`src/rtl/core/wsb_pkg.sv`:
```
// shared constants, codes and control structs of the spectrum binning unit
`timescale 1ns / 1ps
`default_nettype none

package wsb_pkg;

	// bin store geometry
	localparam int MAX_BINS = 1024;
	localparam int BIN_W    = $clog2(MAX_BINS);
	localparam int NBINS_W  = $clog2(MAX_BINS + 1);

	// field widths
	localparam int IDX_W      = 10;
	localparam int NU_W       = 48;
	localparam int ENERGY_W   = 32;
	localparam int ACC_W      = 48;
	localparam int LAM_W      = 28;
	localparam int BINS_CFG_W = 11;
	localparam int FLUX_W     = 32;
	localparam int PROD_W     = ENERGY_W + FLUX_W;
	localparam int PROD2_W    = LAM_W + NBINS_W;

	// configuration port
	localparam int CFG_IDX_W  = 2;
	localparam int CFG_DATA_W = 32;

	// shared divider
	localparam int DIV_N_W   = 56;
	localparam int DIV_D_W   = 48;
	localparam int DIV_CNT_W = $clog2(DIV_N_W);

	// c * 1e8 A/cm * 16 / 1000 Hz/kHz
	localparam logic [DIV_N_W-1:0] WAVE_NUM = 56'd47966793280000000;

	// register reset values
	localparam logic [LAM_W-1:0]      LAMBDA_MIN_RST = 28'd8000;
	localparam logic [LAM_W-1:0]      LAMBDA_MAX_RST = 28'd320000;
	localparam logic [BINS_CFG_W-1:0] BINS_RST       = 11'd1024;
	localparam logic [FLUX_W-1:0]     FLUX_RST       = 32'd65536;

	// register indexes
	typedef enum logic [CFG_IDX_W-1:0] {
		CFG_LAMBDA_MIN = 2'd0,
		CFG_LAMBDA_MAX = 2'd1,
		CFG_BINS       = 2'd2,
		CFG_FLUX       = 2'd3
	} cfg_reg_t;

	// item commands
	localparam logic CMD_ADD  = 1'b0;
	localparam logic CMD_READ = 1'b1;

	// controller to datapath
	typedef struct packed {
		logic load;
		logic prod_load;
		logic div_start;
		logic div_bin;
		logic lam_load;
		logic mul_load;
		logic bin_load;
		logic ram_rd;
		logic clr_wr;
		logic resp_zero;
		logic resp_read;
		logic resp_add;
	} dp_cmd_t;

	// datapath to controller
	typedef struct packed {
		logic is_read;
		logic nu_zero;
		logic in_range;
		logic bin_ok;
		logic div_done;
		logic clr_last;
	} dp_sts_t;

endpackage

`default_nettype wire

```
`src/rtl/core/wsb_ctrl.sv`:
```
// controller: sequences clearing, the two divisions and the bin update
`timescale 1ns / 1ps
`default_nettype none

module wsb_ctrl import wsb_pkg::*; (
	input  wire logic    clk,
	input  wire logic    arst_n,
	input  wire logic    start,
	input  wire dp_sts_t sts,
	output dp_cmd_t      cmd,
	output logic         busy
);

	typedef enum logic [9:0] {
		S_CLEAR    = 10'b0000000001,
		S_IDLE     = 10'b0000000010,
		S_DECODE   = 10'b0000000100,
		S_DIV_WAVE = 10'b0000001000,
		S_CHECK    = 10'b0000010000,
		S_MUL      = 10'b0000100000,
		S_DIV_BIN  = 10'b0001000000,
		S_READ     = 10'b0010000000,
		S_UPDATE   = 10'b0100000000,
		S_ZERO     = 10'b1000000000
	} state_t;

	state_t state_q;
	state_t state_d;

	// state register, reset starts the clearing pass
	always_ff @(posedge clk or negedge arst_n) begin
		if (!arst_n) begin
			state_q <= S_CLEAR;
		end else begin
			state_q <= state_d;
		end
	end

	// next state and datapath commands
	always_comb begin
		state_d = state_q;
		cmd     = '0;
		unique case (state_q)
			S_CLEAR: begin
				cmd.clr_wr = 1'b1;
				if (sts.clr_last) begin
					state_d = S_IDLE;
				end
			end
			S_IDLE: begin
				cmd.load = start;
				if (start) begin
					state_d = S_DECODE;
				end
			end
			S_DECODE: begin
				if (sts.is_read) begin
					state_d = S_READ;
				end else if (sts.nu_zero) begin
					state_d = S_ZERO;
				end else begin
					cmd.div_start = 1'b1;
					cmd.prod_load = 1'b1;
					state_d       = S_DIV_WAVE;
				end
			end
			S_DIV_WAVE: begin
				if (sts.div_done) begin
					cmd.lam_load = 1'b1;
					state_d      = S_CHECK;
				end
			end
			S_CHECK: begin
				if (sts.in_range) begin
					cmd.mul_load = 1'b1;
					state_d      = S_MUL;
				end else begin
					state_d = S_ZERO;
				end
			end
			S_MUL: begin
				cmd.div_start = 1'b1;
				cmd.div_bin   = 1'b1;
				state_d       = S_DIV_BIN;
			end
			S_DIV_BIN: begin
				cmd.div_bin = 1'b1;
				if (sts.div_done) begin
					if (sts.bin_ok) begin
						cmd.bin_load = 1'b1;
						state_d      = S_READ;
					end else begin
						state_d = S_ZERO;
					end
				end
			end
			S_READ: begin
				cmd.ram_rd = 1'b1;
				state_d    = S_UPDATE;
			end
			S_UPDATE: begin
				cmd.resp_read = sts.is_read;
				cmd.resp_add  = !sts.is_read;
				state_d       = S_IDLE;
			end
			S_ZERO: begin
				cmd.resp_zero = 1'b1;
				state_d       = S_IDLE;
			end
			default: begin
				state_d = S_IDLE;
			end
		endcase
	end

	assign busy = (state_q != S_IDLE);

endmodule

`default_nettype wire

```
`config.mk`:
```
export PLATFORM = sky130hd
export DESIGN_NAME = wsb_ctrl
export DESIGN_NICKNAME = d
export VERILOG_FILES = /design/src/rtl/core/wsb_pkg.sv /design/src/rtl/core/wsb_ctrl.sv
export SDC_FILE = /design/constraint.sdc
export NUM_CORES = 1
export LEC_CHECK = 0
export BUFFER_PORTS_ARGS = -buffer_cell sky130_fd_sc_hd__buf_2
export CORE_MARGIN = 2
export CORE_UTILIZATION = 30
export CTS_CLUSTER_DIAMETER = 150
export DETAILED_ROUTE_END_ITERATION = 16
export PLACE_DENSITY = 0.5
export SLEW_MARGIN = 20
export SYNTH_ARGS = -nofsm -noshare
export SYNTH_HDL_FRONTEND = slang
export SYNTH_SLANG_ARGS = --single-unit
```
`constraint.sdc`:
```
create_clock -name clk -period 1.9 [get_ports clk]
set_input_delay 0.57 -clock clk [delete_from_list [all_inputs] [get_ports clk]]
set_output_delay 0.57 -clock clk [all_outputs]
set_load 0.03 [all_outputs]
```
==> flow_summary.ini <==
[layout]
num-fill-cells = 241
layout-area-overhead-vs-synth_pct = 85.88
layout_common_cells = buf_4, buf_6, buf_2, dfrtp_1, nor2_1
fin_nets = 150
largest_register_ffs = 10
layout-drive-gt1-share = 0.6429
num_antenna_cells = 0
top_register = state_q
final_common_cell = buf_4
top_regs = state_q x10

[timing]
maxSlewViolCount = 0
fmax_ghz = 0.4285
finalSetupTns_ps = -4550
timing.final.ws_setup_ps = -433.8
grt_setup_unrepaired = yes
worstMarginPinSlew_ps = 399.7
finalHoldViolations = 0
slew_headroom = 0.7335
period_needed_ps = 2334
holdWs_ps = 145.0
setup_viol = 13
period_share = 1.228
finClkSkew_ps = 4.162

[synth]
ys_warn_count = 0
async_flop_share = 1.000
syn-cell-area_um2 = 753.2
synth_nets = 90
synth.avg_cell_area_um2 = 9.299
synth_edf_count = 0
synth-seq-cells = 10
syn_inst = 81
synth_ff_type = dfrtp_1
synth.distinct_cells = 37
ys_seq_area_frac = 0.3339

[power_and_ir_drop]
power_density_nw_per_um2 = 1140
p_leak_nw = 0.6671
combPwrFrac = 0.699
swShare = 0.4002
clockPowerShare = 0.129
ir_worst_vdd_mv = 0.9984
p_total_mw = 1.596
p_seq_frac = 0.172
p_int_mw = 0.9570
p_switching_mw = 0.6386

[routing]
drt-initial-drc-count = 21
dr_total_vias = 893
dr.pass1.iters = 4
route.detailed.drc = 0
drt-total-wl_um = 2430
wire_per_inst_um = 14.29
drtAntennaViolNets = 0
viasPerCell = 5.253

[place]
gp_congestion = 0.8075
dp_hpwl_um = 1906
io_buffers = 21
pre_cts_ws_ps = -232.3

[global_route]
top_usage_layer = met2
grt_max_degree = 11
grt_first_pass_wirelength_um = 3857
grt.total_usage = 0.1942
grt_pass1_vias = 830
gr-total-overflow = 0
antenna_found_initial = 0
use_met2 = 0.3171
grt_use_met3 = 0.03611
grt_util_met1 = 0.2525

[clock_tree]
cts_root_buf = clkbuf_4
clk_latency_ps = 280
clock_sinks = 10
numCtsBuffers = 3
clockBufferDepth = 2
ctsHoldBuffers = 0
cts_tree = done
h-tree-depth = 1
path_clk_slew_ps = 80

[floorplan]
design.die.area_um2 = 2927
die_w_um = 54.11
core_um2 = 2432
fp-row-count = 18
ios = 22
start_util = 0.3097
die_h_um = 54.11

[setup_path]
cp.required_ps = 1330
crit_type = reg2out
end_kind = output port
worstSetupStartpointType = register
arrival_ps = 1760
worstPathMaxFanout = 3

[min_path]
hold_path.class = in2async

[job]
drv_cap = 0

[run_status]
violations = setup timing
outcome = finished with violations
[cell usage after synthesis (2+ instances only)]
library cell	number	area, um^2
buf_2	3	15.01
nor2b_1	4	25.02
xor2_1	2	17.52
inv_1	2	7.510
nor3b_1	4	30.03
o21ai_0	3	15.01
nand3_1	2	10.01
and4b_1	3	30.03
nor3_1	3	15.01
nand4_1	2	12.51
nor2_1	7	26.28
nor4_4	2	42.54
dfrtp_1	9	225.2
and3_1	4	25.02
nor4b_1	2	17.52
and4_2	2	20.02
a21oi_1	2	10.01
nand2_1	5	18.77
nand2b_1	2	12.51
[worst max-delay path: stages, from the launching register on]
cell	delay [ps]
dfrtp_2	430
nor4_4	310
nand3_2	140
nor4b_4	290
nand2b_4	180
buf_6	130
[through the flow]
| step | util | instance area (um^2) | std cells |
|---|---|---|---|
| floorplan | - | 837.1 | 81 |
| CTS | 0.5674 | 1380 | 169 |
| finish | 0.5756 | 1400 | 170 |
| detailed placement | 0.4835 | 1176 | 158 |
| global placement | 0.4835 | 1176 | 158 |
| global route | 0.5756 | 1400 | 170 |
[final cells by class]
cell class / count / area (um^2) / area share
sequential: 10 / 254.0 / 0.1814
multi-input combinational: 65 / 591.8 / 0.4227
inverter: 2 / 7.507 / 0.005362
timing repair buffer: 59 / 473.0 / 0.3378
tap: 30 / 37.54 / 0.02681
clock buffer: 4 / 36.28 / 0.02592
[final timing paths]
check | startpoint | slack [ps] | endpoint | depth (start not counted)
max | state_q[8] | -430 | cmd[9] | 5
min | arst_n | 140 | state_q[2] | 1
max reg2reg | state_q[7] | 190 | state_q[1] | 8
min reg2reg | state_q[6] | 650 | state_q[4] | 2
max in group asynchronous | arst_n | 1490 | state_q[0] | 1
min in group clk | sts[0] | 420 | state_q[0] | 2
[what timing repair did]
| action | 4_1_cts | 5_1_grt |
|---|---|---|
| gates resized for setup | 33 | 4 |
| buffers inserted | 7 | 2 |
| setup endpoints to repair | 13 | 14 |
| pin swaps | 12 | 7 |
[routing by layer]
layer	vias to the layer above	wire length [um]
li1	426	-
met1	423	1066
met2	39	1186
met3	5	138
met4	0	38
met5	-	0
[cells by family after synthesis]
kind of cell    after synthesis  synth area share
buf+inv                       6           0.03987
flops                        10            0.3339
compound gates               13            0.1196
xor+xnor                      3           0.03489
simple gates                 49            0.4718
[power by group through the flow]
stage	registers, mW	clock network [mW]	logic (mW)
global route	0.279	0.214	1.19
detailed placement	0.280	0	0.862
floorplan	0.279	0	0.501
global placement	0.278	0	0.856
finish	0.275	0.206	1.12
CTS	0.277	0.208	1.10
Power figures use the tool's default switching activity.
